<file path="src/rtl/cbfd_pkg.sv">
// constants, types and state codes shared by the bar drawer modules
// no dependencies; imported by every module of the block but the frame ram
`default_nettype none

package cbfd_pkg;

    // display geometry
    localparam int DISPLAY_WIDTH  = 128;
    localparam int DISPLAY_HEIGHT = 64;
    localparam int PAGE_COUNT     = (DISPLAY_HEIGHT + 7) / 8;
    localparam int STORE_BYTES    = PAGE_COUNT * DISPLAY_WIDTH;
    localparam int CX             = DISPLAY_WIDTH / 2;

    // index widths
    localparam int ADDR_W      = $clog2(STORE_BYTES);
    localparam int COL_W       = $clog2(DISPLAY_WIDTH);
    localparam int PAGE_W      = (PAGE_COUNT > 1) ? $clog2(PAGE_COUNT) : 1;
    localparam int READ_ADDR_W = 10;
    localparam int DATA_W      = 8;

    // signed pixel coordinates, wide enough for top + height and cx +/- half
    localparam int COORD_W = 10;

    // fill arithmetic: fill = trunc(pct * half / 100)
    localparam int PCT_MAX     = 100;
    localparam int FILL_W      = 7;
    localparam int PROD_W      = 2 * FILL_W;
    localparam int RECIP_W     = 13;
    localparam int RPROD_W     = PROD_W + RECIP_W;
    localparam int RECIP_100   = 5243;   // ceil(2^19 / 100), exact for products up to 12700
    localparam int RECIP_SHIFT = 19;

    typedef logic signed [COORD_W-1:0] t_coord;

    typedef enum logic [1:0] {
        OP_CLEAR = 2'd0,
        OP_DRAW  = 2'd1,
        OP_READ  = 2'd2,
        OP_NONE  = 2'd3
    } t_op;

    typedef enum logic [2:0] {
        S_INIT,
        S_IDLE,
        S_CLEAR,
        S_FILL,
        S_DRAW,
        S_DRAIN,
        S_READ,
        S_DONE
    } t_state;

    // bar geometry, registered once per draw
    typedef struct packed {
        t_coord top;       // top outline row
        t_coord bot;       // bottom outline row
        t_coord int_top;   // first interior row
        t_coord int_bot;   // last interior row
        t_coord col_lo;    // left outline column, first interior column
        t_coord col_r;     // right outline column, last interior column
        t_coord row_end;   // last column of the outline rows
        t_coord fill_l;    // lowest lit column on the left side
        t_coord fill_r;    // first unlit column on the right side
        logic   fill_neg;
        logic   fill_pos;
    } t_bar_geom;

endpackage

`default_nettype wire

</file>
<file path="src/rtl/cbfd_byte_merge.sv">
// merges the bar outline and interior into one page byte of one column
// depends on cbfd_pkg
`default_nettype none

module cbfd_byte_merge (
    input  wire cbfd_pkg::t_bar_geom          i_geom,
    input  wire logic [cbfd_pkg::COL_W-1:0]   i_col,
    input  wire logic [cbfd_pkg::PAGE_W-1:0]  i_page,
    input  wire logic [cbfd_pkg::DATA_W-1:0]  i_byte,
    output logic      [cbfd_pkg::DATA_W-1:0]  o_byte
);
    import cbfd_pkg::*;

    t_coord col;
    t_coord row;
    logic   in_col_int;
    logic   in_row_span_col;
    logic   on_edge_col;
    logic   lit_int;
    logic   on_screen;
    logic   in_row_int;
    logic   edge_row;
    logic   in_row_span;

    always_comb begin
        col             = t_coord'(i_col);
        in_col_int      = (col >= i_geom.col_lo) && (col <= i_geom.col_r);
        in_row_span_col = (col >= i_geom.col_lo) && (col <= i_geom.row_end);
        on_edge_col     = (col == i_geom.col_lo) || (col == i_geom.col_r);
        // left half fills outward from cx-1, right half from cx
        if (col < t_coord'(CX)) begin
            lit_int = i_geom.fill_neg && (col >= i_geom.fill_l);
        end else begin
            lit_int = i_geom.fill_pos && (col < i_geom.fill_r);
        end
        row         = '0;
        on_screen   = 1'b0;
        in_row_int  = 1'b0;
        edge_row    = 1'b0;
        in_row_span = 1'b0;
        o_byte      = i_byte;
        for (int b = 0; b < DATA_W; b++) begin
            row         = t_coord'({i_page, 3'(b)});
            on_screen   = row < t_coord'(DISPLAY_HEIGHT);
            in_row_int  = (row >= i_geom.int_top) && (row <= i_geom.int_bot);
            edge_row    = (row == i_geom.top) || (row == i_geom.bot);
            in_row_span = (row >= i_geom.top) && (row <= i_geom.bot);
            if (on_screen) begin
                // interior is checked first, so it wins over the outline
                if (in_col_int && in_row_int) begin
                    o_byte[b] = lit_int;
                end else if ((in_row_span_col && edge_row) ||
                             (on_edge_col && in_row_span)) begin
                    o_byte[b] = 1'b1;
                end
            end
        end
    end

endmodule

`default_nettype wire

</file>
<file path="config.mk">
export PLATFORM = sky130hd
export DESIGN_NAME = cbfd_byte_merge
export DESIGN_NICKNAME = d
export VERILOG_FILES = /design/src/rtl/cbfd_pkg.sv /design/src/rtl/cbfd_byte_merge.sv
export SDC_FILE = /design/constraint.sdc
export NUM_CORES = 1
export LEC_CHECK = 0
export CAP_MARGIN = 10
export CORE_MARGIN = 8
export CORE_UTILIZATION = 45
export DETAILED_ROUTE_END_ITERATION = 16
export DONT_BUFFER_PORTS = 1
export PLACE_DENSITY_LB_ADDON = 0.08
export RECOVER_POWER = 50
export SLEW_MARGIN = 20
export SYNTH_ARGS = -nofsm -noshare
export SYNTH_HDL_FRONTEND = slang
export SYNTH_SLANG_ARGS = --single-unit
</file>
<file path="constraint.sdc">
create_clock -name vclk -period 2.95
set_clock_uncertainty 0.1 [all_clocks]
set_input_delay 0.59 -clock vclk [all_inputs]
set_output_delay 0.59 -clock vclk [all_outputs]
set_load 0.01 [all_outputs]
</file>
==> impl_metrics.py <==
metrics = {
    "critical_path": {
        "critPathMostFrequentCell": "or3_4",
        "startpoint_type": "input pin",
        "crit_fanout": 2,
        "cp.arrival_ns": 2.54,
        "cpLargestDelayFamily": "simple AND/OR/NAND/NOR gates",
        "path_buf_inv": 1,
        "cp.required_ns": 2.26,
        "critPathKind": "input pin to primary output",
        "critical_path.max_stage_delay_ns": 0.52,
        "crit_chain": "or4_4 > or3_4 > or3_4 > a221oi_2 > a211oi_2 > mux2i_1 > buf_4",
        "startpoint": "i_geom[88]",
        "slowest_stage": "or4_4",
        "end_kind": "primary output",
    },
    "floorplanning": {
        "start_util_pct": 45.7,
        "die_w_um": 87.1,
        "ios": 118,
        "core_area_sq_mm": 0.00498,
        "rows": 26,
        "die_y_um": 87.1,
        "dieArea_sq_mm": 0.00759,
    },
    "timing": {
        "rsz0062_at_grt": "yes",
        "slew_headroom_pct": 64.5,
        "hold_viol_final": 0,
        "tightest_slew_ns": 0.532,
        "setup_viol": 8,
        "post-route-period-util_pct": 109,
        "clock.fmax_mhz": 310,
        "fin_crit_ns": 3.23,
        "drv_slew": 0,
        "worst_slack_ns": -0.280,
    },
    "drt": {
        "drc": 0,
        "drt-total-wl_mm": 8.06,
        "viasPerCell": 5.98,
        "vias": 2714,
        "avgRoutedWirePerCell_um": 17.7,
        "ant_nets": 0,
        "first_iter_violations": 245,
        "drtPass1Iterations": 4,
    },
    "power_and_ir_drop": {
        "pwr_density_cell_mw_per_mm2": 121,
        "ir_drop_mv": 0.0662,
        "p_total_mw": 0.390,
        "p_leak_nw": 1.47,
    },
    "final_layout": {
        "area_growth_pct": 41.2,
        "fin_nets": 546,
        "fin_util_pct": 64.6,
        "n_antenna_cell": 0,
        "flops_and_latches": 0,
        "regArea_sq_um": 0,
        "fillers": 458,
        "drive_above_1_share_pct": 32.8,
        "clockBufferCount": 0,
        "final_cells": 454,
        "multi_input_area_sq_mm": 0.00252,
    },
    "placed_design": {
        "routabilityCongestion": 0.927,
        "placed_cells": 448,
        "hpwl_mm": 6.53,
        "place_worst_setup_slack_ns": -0.422,
        "io_buffers": 0,
    },
    "global_route": {
        "first_global_vias": 2696,
        "grt_pass1_wl_mm": 12.5,
        "grt_remaining_overflow": 0,
        "antenna_found_initial": 0,
        "grtUsageTotal_pct": 20.1,
        "grt_max_degree": 12,
    },
    "logic_synthesis": {
        "yosysMostFrequentCell": "inv_1",
        "synth_common_cells": "inv_1, ha_1, a21oi_1, nor2_1, o21ai_0",
        "synth_top_cell_by_area": "ha_1",
        "yosysSeqAreaShare_pct": 0,
        "ys_top_cells_by_area": "ha_1, inv_1, a21oi_1",
        "syn_nets": 500,
        "yosys_warnings": 0,
        "syn_inst": 340,
        "avgSynthCellArea_sq_um": 6.69,
        "synth_top_area_share_pct": 27.5,
        "synth.distinct_cells": 50,
        "synth.cell_area_sq_mm": 0.00228,
    },
    "hold_path": {
        "hold_class": "input pin to primary output",
        "worst_hold_startpoint": "i_byte[2]",
    },
    "flow_run": {
        "maxCapViolCount": 0,
    },
    "status": {
        "violations": "setup timing",
        "status": "complete, but fails checks",
    },
    "clocking": {
        "holdBufCountCts": 0,
    },
}
==> logic make-up after synthesis <==
| kind of cell | count (synthesis) | synth area share [%] |
|---|---|---|
| AND/OR/NAND/NOR | 110 | 26.8 |
| AO/OA/AOI/OAI | 111 | 31.8 |
| multiplexers | 8 | 3.52 |
| adder cells (fa/ha/maj) | 50 | 27.5 |
| buffers and inverters | 61 | 10.4 |
==> final cells by class <==
cell class | instances | area share (%)
Multi-Input combinational cell | 279 | 78.4
Tap cell | 70 | 2.73
Inverter | 54 | 6.46
Timing Repair Buffer | 51 | 12.4
==> per-stage QoR <==
step                hold slack (ns)  TNS (ns)  cell area [sq um]
floorplan                      1.32    -0.168               2340
global route                   1.39     -1.81               3210
detailed placement             1.39     -2.93               2730
CTS                            1.36     -1.51               2960
global placement               1.38     -2.82               2730
finish                         1.35     -1.21               3210
==> where the power goes <==
part	total (mW)	switching [mW]	leakage, nW	internal, mW
logic	0.390	0.192	1.47	0.198
registers	0	0	0	0
clock network	0	0	0	0
==> metal layers <==
metal  vias to the layer above  wire [um]  GRT usage, %
met1                      1216       3000          22.1
met2                       123       3970          35.5
li1                       1347          -             -
met4                         0        356          7.97
met3                        28        728          5.38
met5                         -          0             0
==> cells in the final DEF (no fill, tap or decap), types with 4 or more instances in the layout <==
master,count
nor2b_1,8
inv_2,7
nand2_1,15
o22ai_1,4
o21ai_0,19
ha_1,41
a211oi_4,4
nor3_1,6
buf_6,4
nor2_1,20
inv_1,46
nand3_1,11
o31ai_1,4
a21oi_1,23
ha_4,9
buf_4,47
mux2i_1,8
nand2b_1,5
o211ai_1,5
a21oi_2,4
a21o_1,14
nand3_2,4
==> repair_timing <==
item,4_1_cts,5_1_grt
setup buffers,5,4
gates resized for setup,37,47
endpoints found under the setup margin,8,8
pin swaps,19,25
==> worst paths after layout <==
path                         to  slack, ns  cells after the start
worst max-delay path  o_byte[0]      -0.28                      7
worst min-delay path  o_byte[2]       1.35                      3
Power figures use the tool's default switching activity.
