==> src/rtl/cbfd_pkg.sv <==
// constants, types and state codes shared by the bar drawer modules
// no dependencies; imported by every module of the block but the frame ram
`default_nettype none

package cbfd_pkg;

    // display geometry
    localparam int DISPLAY_WIDTH  = 128;
    localparam int DISPLAY_HEIGHT = 64;
    localparam int PAGE_COUNT     = (DISPLAY_HEIGHT + 7) / 8;
    localparam int STORE_BYTES    = PAGE_COUNT * DISPLAY_WIDTH;
    localparam int CX             = DISPLAY_WIDTH / 2;

    // index widths
    localparam int ADDR_W      = $clog2(STORE_BYTES);
    localparam int COL_W       = $clog2(DISPLAY_WIDTH);
    localparam int PAGE_W      = (PAGE_COUNT > 1) ? $clog2(PAGE_COUNT) : 1;
    localparam int READ_ADDR_W = 10;
    localparam int DATA_W      = 8;

    // signed pixel coordinates, wide enough for top + height and cx +/- half
    localparam int COORD_W = 10;

    // fill arithmetic: fill = trunc(pct * half / 100)
    localparam int PCT_MAX     = 100;
    localparam int FILL_W      = 7;
    localparam int PROD_W      = 2 * FILL_W;
    localparam int RECIP_W     = 13;
    localparam int RPROD_W     = PROD_W + RECIP_W;
    localparam int RECIP_100   = 5243;   // ceil(2^19 / 100), exact for products up to 12700
    localparam int RECIP_SHIFT = 19;

    typedef logic signed [COORD_W-1:0] t_coord;

    typedef enum logic [1:0] {
        OP_CLEAR = 2'd0,
        OP_DRAW  = 2'd1,
        OP_READ  = 2'd2,
        OP_NONE  = 2'd3
    } t_op;

    typedef enum logic [2:0] {
        S_INIT,
        S_IDLE,
        S_CLEAR,
        S_FILL,
        S_DRAW,
        S_DRAIN,
        S_READ,
        S_DONE
    } t_state;

    // bar geometry, registered once per draw
    typedef struct packed {
        t_coord top;       // top outline row
        t_coord bot;       // bottom outline row
        t_coord int_top;   // first interior row
        t_coord int_bot;   // last interior row
        t_coord col_lo;    // left outline column, first interior column
        t_coord col_r;     // right outline column, last interior column
        t_coord row_end;   // last column of the outline rows
        t_coord fill_l;    // lowest lit column on the left side
        t_coord fill_r;    // first unlit column on the right side
        logic   fill_neg;
        logic   fill_pos;
    } t_bar_geom;

endpackage

`default_nettype wire

==> src/rtl/cbfd_fill_calc.sv <==
// two-stage fill computation: clamp and scale, then divide by 100 by reciprocal
// depends on cbfd_pkg
`default_nettype none

module cbfd_fill_calc (
    input  wire logic                       i_clk,
    input  wire logic                       i_rst_n,
    input  wire logic                       i_start,
    input  wire logic signed [7:0]          i_fill_percent,
    input  wire logic        [6:0]          i_half_width,
    output logic                            o_done,
    output logic [cbfd_pkg::FILL_W-1:0]     o_fill_mag,
    output logic                            o_fill_neg
);
    import cbfd_pkg::*;

    logic [7:0]         abs_pct;
    logic [FILL_W-1:0]  mag;
    logic [PROD_W-1:0]  n_prod;
    logic [PROD_W-1:0]  r_prod;
    logic [RPROD_W-1:0] scaled;
    logic               r_v1;
    logic               r_v2;
    logic               r_neg1;
    logic               r_neg2;
    logic [FILL_W-1:0]  r_q;

    // stage 1: |pct| clamped to 100, times half width
    always_comb begin
        abs_pct = i_fill_percent[7] ? 8'(-i_fill_percent) : 8'(i_fill_percent);
        mag     = (abs_pct > 8'(PCT_MAX)) ? FILL_W'(PCT_MAX) : abs_pct[FILL_W-1:0];
        n_prod  = PROD_W'(mag) * PROD_W'(i_half_width);
    end

    // stage 2: divide by 100
    assign scaled = RPROD_W'(r_prod) * RPROD_W'(RECIP_100);

    always_ff @(posedge i_clk) begin
        if (!i_rst_n) begin
            r_v1 <= 1'b0;
            r_v2 <= 1'b0;
        end else begin
            r_v1 <= i_start;
            r_v2 <= r_v1;
        end
    end

    always_ff @(posedge i_clk) begin
        r_prod <= n_prod;
        r_neg1 <= i_fill_percent[7];
        r_q    <= scaled[RECIP_SHIFT +: FILL_W];
        r_neg2 <= r_neg1;
    end

    assign o_done     = r_v2;
    assign o_fill_mag = r_q;
    assign o_fill_neg = r_neg2;

endmodule

`default_nettype wire

==> config.mk <==
export PLATFORM = sky130hd
export DESIGN_NAME = cbfd_fill_calc
export DESIGN_NICKNAME = d
export VERILOG_FILES = /design/src/rtl/cbfd_pkg.sv /design/src/rtl/cbfd_fill_calc.sv
export SDC_FILE = /design/constraint.sdc
export NUM_CORES = 1
export LEC_CHECK = 0
export BUFFER_PORTS_ARGS = -buffer_cell sky130_fd_sc_hd__buf_2
export CAP_MARGIN = 30
export CORE_ASPECT_RATIO = 1.1
export CORE_UTILIZATION = 58
export CTS_CLUSTER_SIZE = 14
export DETAILED_ROUTE_END_ITERATION = 10
export HOLD_SLACK_MARGIN = 0.06
export PLACE_DENSITY = 0.9
export SYNTH_ARGS = -nofsm -noshare
export SYNTH_HDL_FRONTEND = slang
export SYNTH_SLANG_ARGS = --single-unit
==> constraint.sdc <==
create_clock -name i_clk -period 5 [get_ports i_clk]
set_input_delay 0 -clock i_clk [delete_from_list [all_inputs] [get_ports i_clk]]
set_output_delay 0 -clock i_clk [all_outputs]
set_load 0.01 [all_outputs]
==> out/results.md <==
| Stage | Quantity | Reported |
|---|---|---|
| synthesis | Post-synth net total | 801 |
| synthesis | XOR/XNOR Fraction of Synth Area | 3.305% |
| synthesis | Fraction of the mapped netlist area in simple logic gates | 11.22% |
| route | DRC marker count from the first detailed-route iteration | 227 |
| global routing | Total track usage | 25.97% |
| layout | Final cell count without fillers | 742 |
| sta | Max Clk Rate | 202.4 MHz |
| synthesis | Syn avg cell area | 9.764 µm² |
| synthesis | Synthesized-area fraction occupied by adder cells | 59.49% |
| status | Run status | completed |
| job | Max-capacitance violation count | 0 |
| route | Routed wire per std cell | 16.28 µm |
| place | Gpl congestion | 0.8920 |
| sta | Max_slew headroom | 74.84% |
| layout | Fillers | 681 |
| hold path | Startpoint of the lowest-slack hold path | i_half_width[0] |
| floorplanning | Die Footprint | 9991 µm² |
| setup path | Highest net fanout along the worst path | 16 |
| synthesis | Synthesis warning total | 0 |
| floorplanning | Die H | 104.7 µm |
| synthesis | Number of unique standard cell types used by synthesis | 45 |
| setup path | Setup Crit Path Kind | primary input to flop |
| synthesis | Main flop type after synthesis | sky130_fd_sc_hd__dfxtp_1 |
| clock tree | CTS tree | built |
| route | Number of antenna-violating nets in the routed design | 0 |
| setup path | Crit path from | i_fill_percent[7] |
| hold path | HP Class | primary input to flop |
| setup path | Cell seen most often among critical-path stages | sky130_fd_sc_hd__fa_1 |
| setup path | Element type at the critical path end | flop |
| synthesis | Cell type contributing the most total cell area after synthesis | sky130_fd_sc_hd__fa_1 |
| clock tree | Sink count of the clock tree | 25 |
| clock tree | Worst skew pair latency | 290 ps |
| floorplanning | Number of core rows | 37 |
| setup path | CP bufs+invs | 6 |
| place | Cell total after placement | 732 |
| sta | Hold Fails Final Rpt | 0 |
| synthesis | Cell count after synthesis | 570 |
| setup path | Largest stage delay, worst path | 540 ps |
| global routing | Remaining global-route overflow | 0 |
| synthesis | Most area-consuming cells after synthesis | sky130_fd_sc_hd__fa_1, sky130_fd_sc_hd__ha_1, sky130_fd_sc_hd__inv_1 |
| synthesis | EDFF count, synth | 0 |
| global routing | Antenna violations before repair | 0 |
| sta | Min Tclk post-route | 4942 ps |
| sta | Least-Margin Pin Slew | 374.2 ps |
| floorplanning | Area of the core | 9351 µm² |
| global routing | Global-route wire length before repair | 20.40 mm |
| route | DR pass1 iterations | 4 |
| clock tree | CTS root buf | sky130_fd_sc_hd__clkbuf_8 |
| clock tree | H-tree depth | 1 |
| clock tree | Clock edge transition at the registers on the reported setup and hold paths | 120 ps |
| route | Per-cell via count in the routed design | 5.558 |
| sta | Number of setup violations in the final report | 0 |
| setup path | Family with the most delay on the worst path | adder cells |
| sta | Final Max Slew Viols | 0 |
| sta | Post-route clock period utilization | 98.84% |
| floorplanning | Horizontal extent of the die | 95.40 µm |
| synthesis | Sequential area share after synthesis | 8.993% |
| synthesis | Fraction of synthesized cell area taken by the top area cell type | 30.94% |
| layout | Diode count | 0 |
| synthesis | Main combinational cell family by area after synthesis | adder cells |
| synthesis | Number of flip-flops and latches in the synthesized netlist | 25 |
| route | # DRC | 0 |
| synthesis | Multiplexer fraction of the synthesized cell area | 0.1799% |
| floorplanning | Initial core utilization | 59.51% |
| setup path | Critical path's slowest cell | sky130_fd_sc_hd__fa_1 |
| clock tree | Maximum clock insertion buffer count | 2 |
| sta | Setup Skew | 22.44 ps |
| setup path | Ordered list of cells on the worst path | dlygate4sd3_1, buf_4, nand2b_1, a21oi_2, o211a_4, or3_4, nand2_2, fa_1, fa_1, inv_1, fa_1, inv_1, fa_1, inv_1, ha_4, o21ai_1, nand2b_1, a311oi_2, buf_4, xnor2_1 |
| setup path | Element type at the critical path start | primary input |
| layout | Total number of nets in the final design | 857 |
| layout | P&R area growth vs syn | 11.04% |
| synthesis | FFs w/ async S/R, synth | 0% |
| floorplanning | I/O pins | 27 |
| place | Number of buffers inserted by port buffering | 26 |
| clock tree | Clock buffer count from CTS | 3 |
| route | Total wire length | 12.08 mm |
| setup path | Critical Path RT | 5190 ps |
| global routing | Largest net degree at the start of global routing | 17 |
| global routing | Via count of the first global-routing pass | 4664 |
| place | Detail Placement HPWL | 10.36 mm |
| synthesis | Synth Cell Area | 5565 µm² |
| setup path | Worst endpoint data arrival time | 5130 ps |
| setup path | Source of the worst register-to-register timing path | r_prod[8] |
| synthesis | Share of the synthesized area in compound gates (AO/OA/AOI/OAI) | 7.307% |
| route | Via Count | 4124 |
| layout | Share of layout cells above drive strength 1 | 12.48% |
path summary, 6_finish.rpt:
| check | to | slack (ps) | cells after the start |
|---|---|---|---|
| worst max-delay path | r_prod[11] | 60 | 20 |
| worst min-delay path | r_prod[0] | 80 | 2 |
| worst max register to register | o_fill_mag[5] | 230 | 17 |
| worst min register to register | o_fill_neg | 330 | 0 |
Yosys cell counts, types with 4 or more instances:
cell and number:
sky130_fd_sc_hd__dfxtp_1 25, sky130_fd_sc_hd__a21oi_1 17, sky130_fd_sc_hd__fa_1 86, sky130_fd_sc_hd__nand3_1 5
sky130_fd_sc_hd__and2_1 34, sky130_fd_sc_hd__inv_1 135, sky130_fd_sc_hd__o21ai_0 8, sky130_fd_sc_hd__nor3_1 4
sky130_fd_sc_hd__xor2_1 6, sky130_fd_sc_hd__nor2_1 14, sky130_fd_sc_hd__xnor2_1 15, sky130_fd_sc_hd__and3_1 8
sky130_fd_sc_hd__ha_1 127, sky130_fd_sc_hd__nand2_1 21, sky130_fd_sc_hd__nand2b_1 5, sky130_fd_sc_hd__o21bai_1 4
sky130_fd_sc_hd__nand4_1 4, sky130_fd_sc_hd__o211ai_1 4
sequential cells by signal, summed over array words and instances (netlist names):
name,cells
o_fill_mag,7
r_neg1,1
o_done,1
r_v1,1
r_prod,14
o_fill_neg,1
per-stage QoR:
stage | utilization [%] | TNS (ps) | worst slack [ps] | instance area (µm²) | hold WS, ps
2_1_floorplan | - | 0 | 19.46 | 5598 | 27.72
3_3_place_gp | 64.41 | 0 | 43.00 | 6023 | 204.7
3_5_place_dp | 64.41 | -106.5 | -59.45 | 6023 | 203.3
4_1_cts | 65.37 | 0 | 0.1612 | 6113 | 72.93
5_1_grt | 66.08 | -116.4 | -82.08 | 6180 | 80.09
6_report | 66.08 | 0 | 58.06 | 6180 | 81.02
routing by layer:
metal,part of all wire [%],up-vias,global-route usage (%)
met4,2.9,0,8.635
li1,-,1955,-
met5,0,-,0
met1,39,2057,29.98
met2,56,85,49.18
met3,2.2,27,1.965
placed cells by master, fill, tap and decap left out, types with 5 or more instances in the layout:
cell	instances
sky130_fd_sc_hd__a21oi_1	13
sky130_fd_sc_hd__and3_1	8
sky130_fd_sc_hd__xnor2_1	15
sky130_fd_sc_hd__nand3_1	5
sky130_fd_sc_hd__ha_1	125
sky130_fd_sc_hd__buf_2	25
sky130_fd_sc_hd__buf_4	26
sky130_fd_sc_hd__and2_1	34
sky130_fd_sc_hd__nand2b_1	5
sky130_fd_sc_hd__inv_1	135
sky130_fd_sc_hd__nand2_1	20
sky130_fd_sc_hd__nor2_1	13
sky130_fd_sc_hd__o21ai_0	5
sky130_fd_sc_hd__xor2_1	6
sky130_fd_sc_hd__fa_1	86
sky130_fd_sc_hd__dfxtp_1	21
area by class of cell:
| type | instances | area, µm² | share of cell area [%] |
|---|---|---|---|
| inverter | 135 | 506.7 | 8.200 |
| clock buffer | 3 | 41.29 | 0.6682 |
| timing repair buffer | 55 | 360.3 | 5.831 |
| clock inverter | 1 | 8.758 | 0.1417 |
| sequential | 25 | 505.5 | 8.180 |
| tap | 117 | 146.4 | 2.369 |
| multi-input combinational | 406 | 4611 | 74.61 |
timing repair:
| action | 4_1_cts | 5_1_grt |
|---|---|---|
| setup buffers | 0 | 2 |
| endpoints found under the setup margin | 0 | 9 |
| gates resized for setup | 0 | 19 |
| hold buffers | 4 | 0 |
| endpoints found under the hold margin | 3 | 0 |
cells by family after synthesis:
kind of cell | after synthesis
xor gates and xnor gates | 21
adders and majority gates | 213
AOI/OAI and AO/OA | 60
buffers and inverters | 139
and+or+nand+nor | 111
DFF | 25
muxes | 1
Power is left out: the tool's default activity adds up to more than one toggle a clock period on the data nets, which glitch-free logic cannot reach.
